$ cat src/rtl/can_signal_frame_packer_assert.svh
// ----------------------------------------------------------------------------
// can_signal_frame_packer_assert.svh
// Assertion macros for the frame packer datapath. A module that uses them
// must have clk and rst_n in scope.
// ----------------------------------------------------------------------------
`ifndef CAN_SIGNAL_FRAME_PACKER_ASSERT_SVH
`define CAN_SIGNAL_FRAME_PACKER_ASSERT_SVH

// The condition must hold in the same cycle as the trigger.
`define CSFP_ASSERT_NOW(lbl, trig, cond, msg) \
    lbl: assert property (@(posedge clk) disable iff (!rst_n) (trig) |-> (cond)) \
        else $error(msg);

// The condition must hold in the cycle after the trigger.
`define CSFP_ASSERT_NEXT(lbl, trig, cond, msg) \
    lbl: assert property (@(posedge clk) disable iff (!rst_n) (trig) |=> (cond)) \
        else $error(msg);

`endif

$ cat src/rtl/csfp_pkg.sv
// ----------------------------------------------------------------------------
// csfp_pkg
// Shared types and constants of the CAN signal frame packer: controller
// states, datapath command and status groups, and result status codes.
// ----------------------------------------------------------------------------
package csfp_pkg;

    localparam int DEF_MAX_FRAME_BYTES = 64;

    localparam logic       OP_ENCODE = 1'b0;
    localparam logic       OP_EMIT   = 1'b1;

    localparam logic [1:0] STS_OK     = 2'd0;
    localparam logic [1:0] STS_BADLEN = 2'd1;
    localparam logic [1:0] STS_DROP   = 2'd2;

    typedef enum logic [3:0] {
        ST_IDLE,
        ST_DECODE,
        ST_ABS,
        ST_MUL,
        ST_RND,
        ST_SAT,
        ST_ALIGN_A,
        ST_ALIGN_B,
        ST_WR_FIRST,
        ST_WR,
        ST_RESULT,
        ST_EM_RD,
        ST_EM_LD
    } state_t;

    typedef struct packed {
        logic capture;
        logic diff;
        logic absval;
        logic mul;
        logic rnd;
        logic sat;
        logic align_a;
        logic align_b;
        logic rd_first;
        logic wr_step;
        logic em_rd;
        logic em_load;
        logic enc_load;
        logic clear;
    } dp_cmd_t;

    typedef struct packed {
        logic is_emit;
        logic len_bad;
        logic mul_done;
        logic rng_cur;
        logic rng_next;
        logic em_last;
        logic out_free;
    } dp_sts_t;

endpackage

$ cat src/rtl/csfp_ctrl.sv
// ----------------------------------------------------------------------------
// csfp_ctrl
// Sequencer of the frame packer. Steps the datapath through capture,
// conversion, alignment, byte read-modify-write, result delivery and frame emit.
// ----------------------------------------------------------------------------
module csfp_ctrl
    import csfp_pkg::*;
(
    input  logic    clk,
    input  logic    rst_n,
    input  logic    in_valid,
    output logic    in_stall,
    input  dp_sts_t sts,
    output dp_cmd_t cmd
);

    state_t state_reg;
    state_t state_next;

    always_ff @(posedge clk or negedge rst_n)
    begin
        if (!rst_n)
        begin
            state_reg <= ST_IDLE;
        end
        else
        begin
            state_reg <= state_next;
        end
    end

    assign in_stall = (state_reg != ST_IDLE);

    always_comb
    begin
        state_next = state_reg;
        cmd        = '0;
        case (state_reg)
            ST_IDLE:
            begin
                if (in_valid)
                begin
                    cmd.capture = 1'b1;
                    state_next  = ST_DECODE;
                end
            end
            ST_DECODE:
            begin
                cmd.diff = 1'b1;
                if (sts.is_emit)
                begin
                    state_next = ST_EM_RD;
                end
                else if (sts.len_bad)
                begin
                    state_next = ST_RESULT;
                end
                else
                begin
                    state_next = ST_ABS;
                end
            end
            ST_ABS:
            begin
                cmd.absval = 1'b1;
                state_next = ST_MUL;
            end
            ST_MUL:
            begin
                cmd.mul = 1'b1;
                if (sts.mul_done)
                begin
                    state_next = ST_RND;
                end
            end
            ST_RND:
            begin
                cmd.rnd    = 1'b1;
                state_next = ST_SAT;
            end
            ST_SAT:
            begin
                cmd.sat    = 1'b1;
                state_next = ST_ALIGN_A;
            end
            ST_ALIGN_A:
            begin
                cmd.align_a = 1'b1;
                state_next  = ST_ALIGN_B;
            end
            ST_ALIGN_B:
            begin
                cmd.align_b = 1'b1;
                state_next  = ST_WR_FIRST;
            end
            ST_WR_FIRST:
            begin
                if (sts.rng_cur)
                begin
                    cmd.rd_first = 1'b1;
                    state_next   = ST_WR;
                end
                else
                begin
                    state_next = ST_RESULT;
                end
            end
            ST_WR:
            begin
                cmd.wr_step = 1'b1;
                if (!sts.rng_next)
                begin
                    state_next = ST_RESULT;
                end
            end
            ST_RESULT:
            begin
                if (sts.out_free)
                begin
                    cmd.enc_load = 1'b1;
                    state_next   = ST_IDLE;
                end
            end
            ST_EM_RD:
            begin
                cmd.em_rd  = 1'b1;
                state_next = ST_EM_LD;
            end
            ST_EM_LD:
            begin
                if (sts.out_free)
                begin
                    cmd.em_load = 1'b1;
                    if (sts.em_last)
                    begin
                        cmd.clear  = 1'b1;
                        state_next = ST_IDLE;
                    end
                    else
                    begin
                        state_next = ST_EM_RD;
                    end
                end
            end
            default:
            begin
                state_next = ST_IDLE;
            end
        endcase
    end

endmodule

$ cat src/rtl/csfp_dp.sv
// ----------------------------------------------------------------------------
// csfp_dp
// Datapath of the frame packer: item capture, scaled conversion through a
// four-step 25x24 multiplier, saturation, bit alignment, the frame byte
// memory with per-byte valid flags, and the output register.
// ----------------------------------------------------------------------------
`include "can_signal_frame_packer_assert.svh"

module csfp_dp
    import csfp_pkg::*;
#(
    parameter int MAX_FRAME_BYTES = DEF_MAX_FRAME_BYTES
)
(
    input  logic        clk,
    input  logic        rst_n,
    input  dp_cmd_t     cmd,
    output dp_sts_t     sts,
    input  logic        op,
    input  logic [8:0]  start_bit,
    input  logic [6:0]  bit_length,
    input  logic        little_endian,
    input  logic        is_signed,
    input  logic [47:0] phys_value,
    input  logic [47:0] offset,
    input  logic [47:0] scale_recip,
    input  logic [6:0]  frame_length,
    input  logic [28:0] message_id,
    input  logic [28:0] override_id,
    output logic        out_valid,
    input  logic        out_stall,
    output logic [5:0]  byte_index,
    output logic [7:0]  byte_value,
    output logic [28:0] frame_id,
    output logic [6:0]  out_length,
    output logic [1:0]  status,
    output logic        last
);

    localparam int         AW      = $clog2(MAX_FRAME_BYTES);
    localparam logic [6:0] MAX_LEN = 7'(MAX_FRAME_BYTES);

    function automatic logic [63:0] rev64(input logic [63:0] v);
        logic [63:0] r;
        r = '0;
        for (int i = 0; i < 64; i++)
        begin
            r[i] = v[63 - i];
        end
        return r;
    endfunction

    function automatic logic [7:0] rev8(input logic [7:0] v);
        logic [7:0] r;
        r = '0;
        for (int i = 0; i < 8; i++)
        begin
            r[i] = v[7 - i];
        end
        return r;
    endfunction

    // Captured item.
    logic        op_reg;
    logic [8:0]  start_reg;
    logic [6:0]  len_reg;
    logic        intel_reg;
    logic        sgn_reg;
    logic [47:0] phys_reg;
    logic [47:0] off_reg;
    logic [47:0] recip_reg;
    logic [6:0]  flen_reg;
    logic [6:0]  flen_next;
    logic [28:0] id_reg;
    logic [28:0] id_next;

    // Conversion.
    logic [48:0] diff_reg;
    logic [48:0] diff_next;
    logic [48:0] amag_reg;
    logic [48:0] amag_next;
    logic [47:0] bmag_reg;
    logic [47:0] bmag_next;
    logic        neg_reg;
    logic        rz_reg;
    logic [2:0]  mcnt_reg;
    logic [48:0] prod_reg;
    logic [48:0] prod_next;
    logic [1:0]  psh_reg;
    logic [96:0] acc_reg;
    logic [96:0] acc_next;
    logic [96:0] addend;
    logic [96:0] rsum;
    logic [48:0] mag_reg;
    logic [63:0] raw_reg;
    logic [63:0] raw_next;
    logic [63:0] msk_reg;
    logic [1:0]  sts_reg;

    // Alignment and byte loop.
    logic [63:0] src_reg;
    logic [63:0] src_next;
    logic [71:0] dwin_reg;
    logic [71:0] dwin_next;
    logic [71:0] mwin_reg;
    logic [71:0] mwin_next;
    logic [6:0]  cur_reg;
    logic [6:0]  cur_inc;
    logic [6:0]  last_byte_reg;
    logic [9:0]  last_pos;
    logic [2:0]  off3;

    // Saturation terms.
    logic [5:0]  lm1;
    logic [63:0] half;
    logic [63:0] top;
    logic [63:0] limit;
    logic [63:0] mag64;
    logic [63:0] msat;
    logic        neg_eff;
    logic [24:0] apart;
    logic [23:0] bpart;
    logic [6:0]  rsh;

    // Frame memory.
    logic [7:0]           mem_reg [MAX_FRAME_BYTES];
    logic [MAX_FRAME_BYTES-1:0] vld_reg;
    logic [7:0]           rd_data_reg;
    logic                 rd_vld_reg;
    logic                 rd_en;
    logic [AW-1:0]        rd_addr;
    logic                 wr_en;
    logic [AW-1:0]        wr_addr;
    logic [7:0]           wr_data;
    logic [7:0]           old_byte;
    logic [7:0]           dbyte;
    logic [7:0]           mbyte;

    // Emit.
    logic [5:0]  em_idx_reg;
    logic [5:0]  em_end;

    // Output register.
    logic        out_valid_reg;
    logic [5:0]  byte_index_reg;
    logic [7:0]  byte_value_reg;
    logic [28:0] frame_id_reg;
    logic [6:0]  out_length_reg;
    logic [1:0]  status_reg;
    logic        last_reg;

    assign flen_next = (frame_length > MAX_LEN) ? MAX_LEN : frame_length;
    assign id_next   = (override_id != 29'd0) ? override_id : message_id;

    assign diff_next = {phys_reg[47], phys_reg} - {off_reg[47], off_reg};
    assign amag_next = diff_reg[48] ? (49'd0 - diff_reg) : diff_reg;
    assign bmag_next = recip_reg[47] ? (48'd0 - recip_reg) : recip_reg;

    assign apart     = mcnt_reg[1] ? {1'b0, amag_reg[48:25]} : amag_reg[24:0];
    assign bpart     = mcnt_reg[0] ? bmag_reg[47:24] : bmag_reg[23:0];
    assign prod_next = {24'd0, apart} * {25'd0, bpart};

    always_comb
    begin
        case (psh_reg)
            2'd0:    addend = {48'd0, prod_reg};
            2'd1:    addend = {48'd0, prod_reg} << 24;
            2'd2:    addend = {48'd0, prod_reg} << 25;
            default: addend = {48'd0, prod_reg} << 49;
        endcase
    end

    assign acc_next = acc_reg + addend;
    assign rsum     = acc_reg + (97'd1 << 47);

    // Saturation to the range of the signal length.
    assign lm1     = 6'(len_reg - 7'd1);
    assign half    = 64'd1 << lm1;
    assign top     = (half << 1) - 64'd1;
    assign neg_eff = neg_reg && (mag_reg != 49'd0);
    assign mag64   = {15'd0, mag_reg};

    always_comb
    begin
        if (sgn_reg)
        begin
            limit = neg_eff ? half : (half - 64'd1);
        end
        else
        begin
            limit = top;
        end
        msat = (mag64 > limit) ? limit : mag64;
        if (rz_reg || (!sgn_reg && neg_eff))
        begin
            raw_next = 64'd0;
        end
        else if (sgn_reg && neg_eff)
        begin
            raw_next = 64'd0 - msat;
        end
        else
        begin
            raw_next = msat;
        end
    end

    // Motorola fields are handled in a bit-reversed byte space, so both orders
    // become a contiguous window starting at the byte of start_bit.
    assign rsh      = 7'd64 - len_reg;
    assign src_next = intel_reg ? raw_reg : (rev64(raw_reg) >> rsh);
    assign off3     = intel_reg ? start_reg[2:0] : ~start_reg[2:0];
    assign dwin_next = {8'd0, src_reg} << off3;
    assign mwin_next = {8'd0, msk_reg} << off3;
    assign last_pos = intel_reg
                    ? ({1'b0, start_reg} + {3'd0, len_reg} - 10'd1)
                    : ({1'b0, start_reg[8:3], ~start_reg[2:0]} + {3'd0, len_reg} - 10'd1);

    assign cur_inc = cur_reg + 7'd1;

    // Byte merge.
    assign old_byte = rd_vld_reg ? rd_data_reg : 8'd0;
    assign dbyte    = intel_reg ? dwin_reg[7:0] : rev8(dwin_reg[7:0]);
    assign mbyte    = intel_reg ? mwin_reg[7:0] : rev8(mwin_reg[7:0]);
    assign wr_data  = (old_byte & ~mbyte) | (dbyte & mbyte);
    assign wr_en    = cmd.wr_step;
    assign wr_addr  = cur_reg[AW-1:0];

    assign rd_en = cmd.rd_first || cmd.em_rd || (cmd.wr_step && sts.rng_next);

    always_comb
    begin
        if (cmd.em_rd)
        begin
            rd_addr = em_idx_reg[AW-1:0];
        end
        else if (cmd.wr_step)
        begin
            rd_addr = cur_inc[AW-1:0];
        end
        else
        begin
            rd_addr = cur_reg[AW-1:0];
        end
    end

    assign em_end = (flen_reg == 7'd0) ? 6'd0 : 6'(flen_reg - 7'd1);

    assign sts.is_emit  = (op_reg == OP_EMIT);
    assign sts.len_bad  = (len_reg == 7'd0) || (len_reg > 7'd64);
    assign sts.mul_done = (mcnt_reg == 3'd4);
    assign sts.rng_cur  = (cur_reg <= last_byte_reg) && (cur_reg < flen_reg);
    assign sts.rng_next = (cur_inc <= last_byte_reg) && (cur_inc < flen_reg);
    assign sts.em_last  = (em_idx_reg == em_end);
    assign sts.out_free = !out_valid_reg || !out_stall;

    always_ff @(posedge clk)
    begin
        if (wr_en)
        begin
            mem_reg[wr_addr] <= wr_data;
        end
        if (rd_en)
        begin
            rd_data_reg <= mem_reg[rd_addr];
        end
    end

    always_ff @(posedge clk or negedge rst_n)
    begin
        if (!rst_n)
        begin
            vld_reg       <= '0;
            rd_vld_reg    <= 1'b0;
            mcnt_reg      <= 3'd0;
            em_idx_reg    <= 6'd0;
            cur_reg       <= 7'd0;
            out_valid_reg <= 1'b0;
        end
        else
        begin
            if (cmd.clear)
            begin
                vld_reg <= '0;
            end
            else if (wr_en)
            begin
                vld_reg[wr_addr] <= 1'b1;
            end
            if (rd_en)
            begin
                rd_vld_reg <= vld_reg[rd_addr];
            end
            if (cmd.absval)
            begin
                mcnt_reg <= 3'd0;
            end
            else if (cmd.mul)
            begin
                mcnt_reg <= mcnt_reg + 3'd1;
            end
            if (cmd.capture)
            begin
                em_idx_reg <= 6'd0;
            end
            else if (cmd.em_load)
            begin
                em_idx_reg <= em_idx_reg + 6'd1;
            end
            if (cmd.align_b)
            begin
                cur_reg <= {1'b0, start_reg[8:3]};
            end
            else if (cmd.wr_step && sts.rng_next)
            begin
                cur_reg <= cur_inc;
            end
            if (cmd.enc_load || cmd.em_load)
            begin
                out_valid_reg <= 1'b1;
            end
            else if (!out_stall)
            begin
                out_valid_reg <= 1'b0;
            end
        end
    end

    always_ff @(posedge clk)
    begin
        if (cmd.capture)
        begin
            op_reg    <= op;
            start_reg <= start_bit;
            len_reg   <= bit_length;
            intel_reg <= little_endian;
            sgn_reg   <= is_signed;
            phys_reg  <= phys_value;
            off_reg   <= offset;
            recip_reg <= scale_recip;
            flen_reg  <= flen_next;
            id_reg    <= id_next;
        end
        if (cmd.diff)
        begin
            diff_reg <= diff_next;
            sts_reg  <= sts.len_bad ? STS_BADLEN : STS_OK;
        end
        if (cmd.absval)
        begin
            amag_reg <= amag_next;
            bmag_reg <= bmag_next;
            neg_reg  <= diff_reg[48] ^ recip_reg[47];
            rz_reg   <= (recip_reg == 48'd0);
            acc_reg  <= '0;
        end
        if (cmd.mul)
        begin
            if (!mcnt_reg[2])
            begin
                prod_reg <= prod_next;
                psh_reg  <= mcnt_reg[1:0];
            end
            if (mcnt_reg != 3'd0)
            begin
                acc_reg <= acc_next;
            end
        end
        if (cmd.rnd)
        begin
            mag_reg <= rsum[96:48];
        end
        if (cmd.sat)
        begin
            raw_reg <= raw_next;
            msk_reg <= top;
        end
        if (cmd.align_a)
        begin
            src_reg <= src_next;
        end
        if (cmd.align_b)
        begin
            dwin_reg      <= dwin_next;
            mwin_reg      <= mwin_next;
            last_byte_reg <= last_pos[9:3];
            if (last_pos[9:3] >= flen_reg)
            begin
                sts_reg <= STS_DROP;
            end
        end
        else if (cmd.wr_step)
        begin
            dwin_reg <= dwin_reg >> 8;
            mwin_reg <= mwin_reg >> 8;
        end
        if (cmd.enc_load)
        begin
            byte_index_reg <= 6'd0;
            byte_value_reg <= 8'd0;
            frame_id_reg   <= 29'd0;
            out_length_reg <= 7'd0;
            status_reg     <= sts_reg;
            last_reg       <= 1'b1;
        end
        else if (cmd.em_load)
        begin
            byte_index_reg <= em_idx_reg;
            byte_value_reg <= (flen_reg == 7'd0) ? 8'd0 : old_byte;
            frame_id_reg   <= id_reg;
            out_length_reg <= flen_reg;
            status_reg     <= STS_OK;
            last_reg       <= sts.em_last;
        end
    end

    assign out_valid  = out_valid_reg;
    assign byte_index = byte_index_reg;
    assign byte_value = byte_value_reg;
    assign frame_id   = frame_id_reg;
    assign out_length = out_length_reg;
    assign status     = status_reg;
    assign last       = last_reg;

    `CSFP_ASSERT_NOW(a_wr_in_frame, wr_en, cur_reg < flen_reg, "frame write beyond frame length")
    `CSFP_ASSERT_NEXT(a_clear_all, cmd.clear, vld_reg == '0, "frame store not cleared after emit")
    `CSFP_ASSERT_NOW(a_no_overwrite, out_valid_reg && out_stall, !(cmd.enc_load || cmd.em_load), "stalled result overwritten")

endmodule

$ cat src/rtl/can_signal_frame_packer.sv
// ----------------------------------------------------------------------------
// can_signal_frame_packer
// Packs scaled, saturated signals into a CAN data frame held in a byte
// memory, and emits the frame one byte per result beat.
//
//   Channel  Handshake              Beat contents
//   in       in_valid / in_stall    op start_bit bit_length little_endian is_signed
//                                   phys_value offset scale_recip frame_length
//                                   message_id override_id
//   out      out_valid / out_stall  byte_index byte_value frame_id out_length
//                                   status last
//
// An encode passes from acceptance through capture, decode, the four-step
// 25x24 multiplier, rounding, saturation, alignment and one read-modify-write
// per frame byte touched (0 to 9 bytes) on the frame memory before its result.
// A bad bit_length goes from decode straight to its result. An emit reads
// and loads each frame byte in turn. Reset clears the per-byte valid flags at
// once, so the frame reads as zero with no clearing pass. One result waits in the
// output register while the next input beat is taken; an emit holds at each
// byte while out_stall is high.
// ----------------------------------------------------------------------------
module can_signal_frame_packer
    import csfp_pkg::*;
#(
    parameter int MAX_FRAME_BYTES = DEF_MAX_FRAME_BYTES
)
(
    input  logic        clk,
    input  logic        rst_n,
    input  logic        in_valid,
    output logic        in_stall,
    input  logic        op,
    input  logic [8:0]  start_bit,
    input  logic [6:0]  bit_length,
    input  logic        little_endian,
    input  logic        is_signed,
    input  logic [47:0] phys_value,
    input  logic [47:0] offset,
    input  logic [47:0] scale_recip,
    input  logic [6:0]  frame_length,
    input  logic [28:0] message_id,
    input  logic [28:0] override_id,
    output logic        out_valid,
    input  logic        out_stall,
    output logic [5:0]  byte_index,
    output logic [7:0]  byte_value,
    output logic [28:0] frame_id,
    output logic [6:0]  out_length,
    output logic [1:0]  status,
    output logic        last
);

    dp_cmd_t cmd;
    dp_sts_t sts;

    csfp_ctrl u_ctrl (
        .clk      (clk),
        .rst_n    (rst_n),
        .in_valid (in_valid),
        .in_stall (in_stall),
        .sts      (sts),
        .cmd      (cmd)
    );

    csfp_dp #(
        .MAX_FRAME_BYTES (MAX_FRAME_BYTES)
    ) u_dp (
        .clk           (clk),
        .rst_n         (rst_n),
        .cmd           (cmd),
        .sts           (sts),
        .op            (op),
        .start_bit     (start_bit),
        .bit_length    (bit_length),
        .little_endian (little_endian),
        .is_signed     (is_signed),
        .phys_value    (phys_value),
        .offset        (offset),
        .scale_recip   (scale_recip),
        .frame_length  (frame_length),
        .message_id    (message_id),
        .override_id   (override_id),
        .out_valid     (out_valid),
        .out_stall     (out_stall),
        .byte_index    (byte_index),
        .byte_value    (byte_value),
        .frame_id      (frame_id),
        .out_length    (out_length),
        .status        (status),
        .last          (last)
    );

endmodule

$ cat config.mk
export PLATFORM = sky130hd
export DESIGN_NAME = can_signal_frame_packer
export DESIGN_NICKNAME = d
export VERILOG_FILES = /design/src/rtl/csfp_pkg.sv /design/src/rtl/csfp_ctrl.sv /design/src/rtl/csfp_dp.sv /design/src/rtl/can_signal_frame_packer.sv
export VERILOG_INCLUDE_DIRS = /design/src /design/src/rtl
export SDC_FILE = /design/constraint.sdc
export NUM_CORES = 2
export LEC_CHECK = 0
export BUFFER_PORTS_ARGS = -buffer_cell sky130_fd_sc_hd__buf_2
export CORE_ASPECT_RATIO = 1.25
export CORE_UTILIZATION = 50
export CTS_BUF_LIST = sky130_fd_sc_hd__clkbuf_8 sky130_fd_sc_hd__clkbuf_16
export DETAILED_ROUTE_END_ITERATION = 8
export GPL_TIMING_DRIVEN = 0
export PLACE_DENSITY = 0.65
export SYNTH_ARGS = -nofsm -noshare
export SYNTH_HDL_FRONTEND = slang
export SYNTH_SLANG_ARGS = --single-unit
$ cat constraint.sdc
create_clock -name clk -period 21.7 [get_ports clk]
set_input_delay 2.17 -clock clk [delete_from_list [all_inputs] [get_ports clk]]
set_output_delay 2.17 -clock clk [all_outputs]
set_load 0.01 [all_outputs]
* Yosys cells after proc, flatten, opt, wreduce, memory -nomap -nowiden *
Memories as Yosys holds them, arrays and structs flattened. A register that Yosys moved wholly into a read port is not among the register bits.
Cells that the tools add are included.

storage, ports and cells
  register bits = 1028
  memory bits (writable) = 512
  input bits = 232
  output and inout bits = 55
  word-level logic and storage cells = 217
  memories = 1

cells by class
  add/subtract/negate cells = 18
  multipliers = 1
  order comparisons = 11
  equal/unequal tests = 22
  shift operators = 4
  multiplexer cells = 78
  bitwise gates (word level) = 8
  reductions and logical operators = 33

memories
  memory        depth  bits a word  read ports  clocked after Yosys merged registers in  wr ports  RTL line        RTL
  u_dp.mem_reg  64     8            1           1                                        1         csfp_dp.sv:126  logic [7:0] mem_reg [MAX_FRAME_BYTES];

operators with widths
  kind                                                 number
  2-to-1 mux 64 bit                                    7
  2-to-1 mux 97 bit                                    3
  one-hot mux 97 bit (3 select lines)                  1
  2-to-1 mux 72 bit                                    4
  left shift 64 x 3 -> 72 bit                          2
  subtractor 64 x 1 -> 64 bit (second input constant)  2
  adder 97 x 48 -> 97 bit (second input constant)      1
  adder 97 bit                                         1
  > comparator 49 x 64 -> 1 bit                        1
  OR 64 bit                                            1
  left shift 1 x 6 -> 64 bit (first input constant)    1
  right shift 64 x 7 -> 64 bit                         1
  subtractor 1 x 64 -> 64 bit (first input constant)   1
  one-hot mux 4 bit (13 select lines)                  1
  multiplier 25 x 24 -> 49 bit                         1
  nonzero test 49 bit                                  1
  subtractor 1 x 49 -> 49 bit (first input constant)   1
  subtractor 48 x 48 -> 49 bit                         1
  zero test 48 bit                                     1
  2-to-1 mux 48 bit                                    1
  subtractor 1 x 48 -> 48 bit (first input constant)   1
  2-to-1 mux 47 bit                                    1
  2-to-1 mux 4 bit                                     8
  2-to-1 mux 8 bit                                     4
  52 further kinds                                     128

* Longest topological paths before layout *
  word-level depth = 9
  depth in mapped cells = 49
  mapped depth without buffers = 38

* By module *
A second synthesis with hierarchy kept.

second synthesis, totals
  cells, all modules = 9852
  area total of the unflattened synthesis = 104507.7 µm²

by module, submodules not included
  module     times used  cells each  area each (µm²)  sequential area each (µm²)
  csfp_dp    1           9774        103996.0         44362.5
  csfp_ctrl  1           78          511.7            100.1

* Worst setup path before layout *
OpenSTA, ideal clock, no wires.

  path kind = flip-flop to flip-flop
  start = reg u_ctrl.state_reg[3]
  end = reg u_dp.dwin_reg[0], enable pin
  setup time = 0.840 ns
  arrival time = 11.114 ns
  required time = 20.860 ns
  path slack = 9.746 ns
  stages on the path, launching flop included = 6
  path buffers = 2
  clock period less this slack = 11.954 ns
  cell sequence = dfrtp_1 -> clkbuf_1 -> nor2b_1 -> nand2_1 -> clkbuf_1 -> o21ai_0

between the ends
  word-level cells in the longest chain between the ends = 3
  elaborated cells between the ends (all ways) = 5
  those cells by class = eq/ne: 2; mux: 2; reduce/logical: 1

RTL lines
  item                                                     RTL line         RTL
  from (decl)                                              csfp_ctrl.sv:17  state_t state_reg;
  from (signal assigned)                                   csfp_ctrl.sv:28  state_reg <= state_next;
  == test 4 x 3 -> 1 bit or == test 4 bit (tied branches)  csfp_ctrl.sv:38  case (state_reg)
  2-to-1 mux 1 bit                                         csfp_ctrl.sv:38
  nonzero test 2 bit (no source line) (*)                  n/a
  to (signal assigned)                                     csfp_dp.sv:384   dwin_reg <= dwin_next;
  to (signal assigned)                                     csfp_dp.sv:394   dwin_reg <= dwin_reg >> 8;
  to (decl)                                                csfp_dp.sv:103   logic [71:0] dwin_reg;

Every way passes the cells marked *; elsewhere a longest branch is shown, timed or not.
A chain may end at the register's enable or synchronous reset.

* Worst setup path after layout *
  start = reg u_dp.len_reg[0]
  end = reg u_dp.raw_reg[44], data pin

between the ends
  elaborated cells between the ends (all ways) = 10
  those cells by class = add/sub: 4; order compare: 1; shift: 1; mux: 4

RTL lines
  item                             RTL line        RTL
  from (decl)                      csfp_dp.sv:66   logic [6:0] len_reg;
  from (signal assigned)           csfp_dp.sv:335  len_reg <= bit_length;
  subtractor 6 x 1 -> 6 bit (*)    csfp_dp.sv:177  assign lm1 = 6'(len_reg - 7'd1);
  left shift 1 x 6 -> 64 bit (*)   csfp_dp.sv:178  assign half = 64'd1 << lm1;
  subtractor 64 x 1 -> 64 bit (*)  csfp_dp.sv:179  assign top = (half << 1) - 64'd1;
  named net u_dp.top[1]            csfp_dp.sv:116  logic [63:0] top;
  2-to-1 mux 64 bit (*)            csfp_dp.sv:185  if (sgn_reg)
  > comparator 49 x 64 -> 1 bit    csfp_dp.sv:193  msat = (mag64 > limit) ? limit : mag64;
  2-to-1 mux 64 bit (*)            csfp_dp.sv:193
  subtractor 1 x 64 -> 64 bit      csfp_dp.sv:200  raw_next = 64'd0 - msat;
  2-to-1 mux 64 bit (*)            csfp_dp.sv:198  else if (sgn_reg && neg_eff)
  to (signal assigned)             csfp_dp.sv:375  raw_reg <= raw_next;
  to (decl)                        csfp_dp.sv:95   logic [63:0] raw_reg;

Mark *: on every way through the listed nets, which the timed path passes. The rest lies on a longest branch.

==> results.cfg <==
[outcome]
status = finished, violations left
violations = capacitance limit, slew limit

[synth]
yosysWarningCount = 0
synth_top_area_share = 0.373
synth_area_leaders = edfxtp_1 (37%), fa_1 (9.6%), ha_1 (5.1%), mux2i_1 (4.7%), nand2_1 (4.6%)
ys_seq_area_frac = 0.422
synth.distinct_cells = 110
synth_ff_type = edfxtp_1
syn_nets = 11400
synth_cells = 10200
avgSynthCellArea_sq_um = 10.3
synth-async-reset-ratio = 0.0557
ys_ff_latch = 1545
synth_edf_count = 1309
netlist_area_sq_um = 105000
yosys.area.top_type = edfxtp_1

[routing]
vias = 84700
drt_first_pass_iters = 6
drtAntennaViolNets = 0
wl_um = 403000
viasPerCell = 6.21
route.detailed.drc = 0
drtIter0Drc = 8127
route.detailed.wl_per_inst_um = 29.5

[timing]
layout_min_cycle_time_ns = 18.09
worst_slew_pin_slew_ns = 1.46
grt_setup_unrepaired = false
fmaxAchievable_ghz = 0.0553
finalClockSkew_ns = 0.0979
finalSetupViolCount = 0
totalNegativeSetupSlack_ns = 0
maxSlewViolCount = 1
relSlewSlack = -0.00395
fin_crit_sh = 0.834
hold_viol = 0

[cells_and_area]
layout_commonest_cell = edfxtp_1
area_growth_pct = 11.2
fin_nets = 11900
drive_above_1_share = 0.0836
layout_common_cells = edfxtp_1 (1309), nand2_1 (1301), inv_1 (766)
largest_register_ffs = 512

[setup_path]
crit_path_max_fanout = 12
cp.arrival_ns = 18.64
worst-path-buf-inv = 11
path_class = flip-flop to flip-flop
crit_path_end_kind = flip-flop
slowest_delay_ns = 0.88
crit_slowest_cell = nor2_1
cp_top_family = simple AND/OR/NAND/NOR gates
cp_common_cell = clkbuf_1
start_kind = flip-flop
worstPathRequired_ns = 22.25

[clocking]
path_clk_slew_ns = 0.06
cts_inserted_buffers = 167
cts_buffer_depth = 4
ctsHoldBuffers = 0
clockRootBuffer = clkbuf_16
cts_tree = built
cts.sinks = 1545
post_cts_resized = 0
htree_levels = 4
post_cts_buffers = 0
clock_latency_ns = 0.86

[placement]
dp_hpwl_um = 323000
portBuffers = 286
gp_congestion = 1.05

[global_routing]
grt_first_pass_wirelength_um = 575000
grt_pass1_vias = 84700
antenna_found_initial = 17
grt_use_total = 0.374
grt_remaining_overflow = 0
grt_max_degree = 68

[flow_run]
cap_viol_max_count = 3

[die]
start_util = 0.505
io_pins = 287
coreArea_sq_um = 208000
dieArea_sq_um = 212000
fp.dieH_um = 515
rows = 187
dieWidth_um = 412

[worst_hold_path]
hp-class = flip-flop to flip-flop
cell families (layout without fill, tap and decap cells):
kind of cell | after synthesis | in the layout | share of synthesized area
other | 0 | 9 | 0
adder cells (fa/ha/maj) | 939 | 939 | 0.148
multiplexers | 634 | 634 | 0.0672
AND/OR/NAND/NOR | 3120 | 3120 | 0.137
XOR/XNOR | 450 | 450 | 0.0374
AO/OA/AOI/OAI | 2227 | 2227 | 0.140
flip-flops | 1545 | 1545 | 0.422
buffers and inverters | 1331 | 1980 | 0.0479
area by class of cell:
cell class	instances	area (sq um)
flip-flops and latches	1545	44500
repair buffers	349	2540
plain buffers	587	2260
fillers	18200	91400
clock buffers	171	4230
inverters	744	2800
clock inverters	129	1340
well taps	2740	3430
multi-input cells	7370	56000
diodes	9	22.5
worst register-to-register path: cells and delay by family, from the launching register on:
| kind | cells | cell delay [ns] |
|---|---|---|
| and+or+nand+nor | 15 | 6.13 |
| buffers and inverters | 11 | 5.58 |
| AOI/OAI and AO/OA | 11 | 3.10 |
| adders and majority gates | 4 | 1.35 |
| xor gates and xnor gates | 2 | 0.89 |
| DFF | 1 | 0.40 |
| muxes | 1 | 0.37 |
synth_stat cells, drive strengths merged (135+ instances only):
library cell  instances
nor2                743
nand2              1302
a31oi               172
nor2b               220
dfxtp               150
a21oi               551
mux2i               491
nand3               164
o21ai               375
a211oi              332
xnor2               315
xor2                135
clkbuf              467
ha                  433
edfxtp             1309
fa                  506
a21o                200
inv                 742
path summary, 6_finish.rpt:
| path | start | to | slack (ns) | cells after the start |
|---|---|---|---|---|
| max | u_dp.len_reg[0] | u_dp.raw_reg[44] | 3.61 | 44 |
| min | u_dp.frame_id[3] | u_dp.frame_id[3] | 0.46 | 2 |
| max reg2reg | u_dp.len_reg[0] | u_dp.raw_reg[44] | 3.61 | 44 |
| min reg2reg | u_dp.frame_id[3] | u_dp.frame_id[3] | 0.46 | 2 |
| max in group asynchronous | rst_n | u_dp.vld_reg[28] | 19.68 | 2 |
| min in group asynchronous | rst_n | u_dp.vld_reg[51] | 1.30 | 1 |
routing by layer:
layer | global-route usage | wire [um] | vias to the layer above | part of all wire
met2 | 0.615 | 189000 | 4011 | 0.47
met3 | 0.0724 | 31000 | 1239 | 0.077
met4 | 0.287 | 36800 | 8 | 0.091
met5 | 0 | 49 | - | 0.00012
met1 | 0.431 | 146000 | 41800 | 0.36
li1 | - | - | 37600 | -
per-stage QoR:
step / utilization / hold WS, ns / instances / cell area, sq um / setup WS [ns]
global route: 0.562 / 0.482 / 13600 / 117000 / 3.27
CTS: 0.561 / 0.457 / 13600 / 117000 / 4.13
detailed placement: 0.535 / 0.448 / 13300 / 111000 / 4.20
global placement: 0.528 / 0.440 / 13300 / 110000 / 3.99
floorplan: - / 0.426 / 10200 / 105000 / 9.75
finish: 0.562 / 0.459 / 13600 / 117000 / 3.61
Power is left out: the tool's default activity adds up to more than one toggle a clock period on the data nets, which glitch-free logic cannot reach.
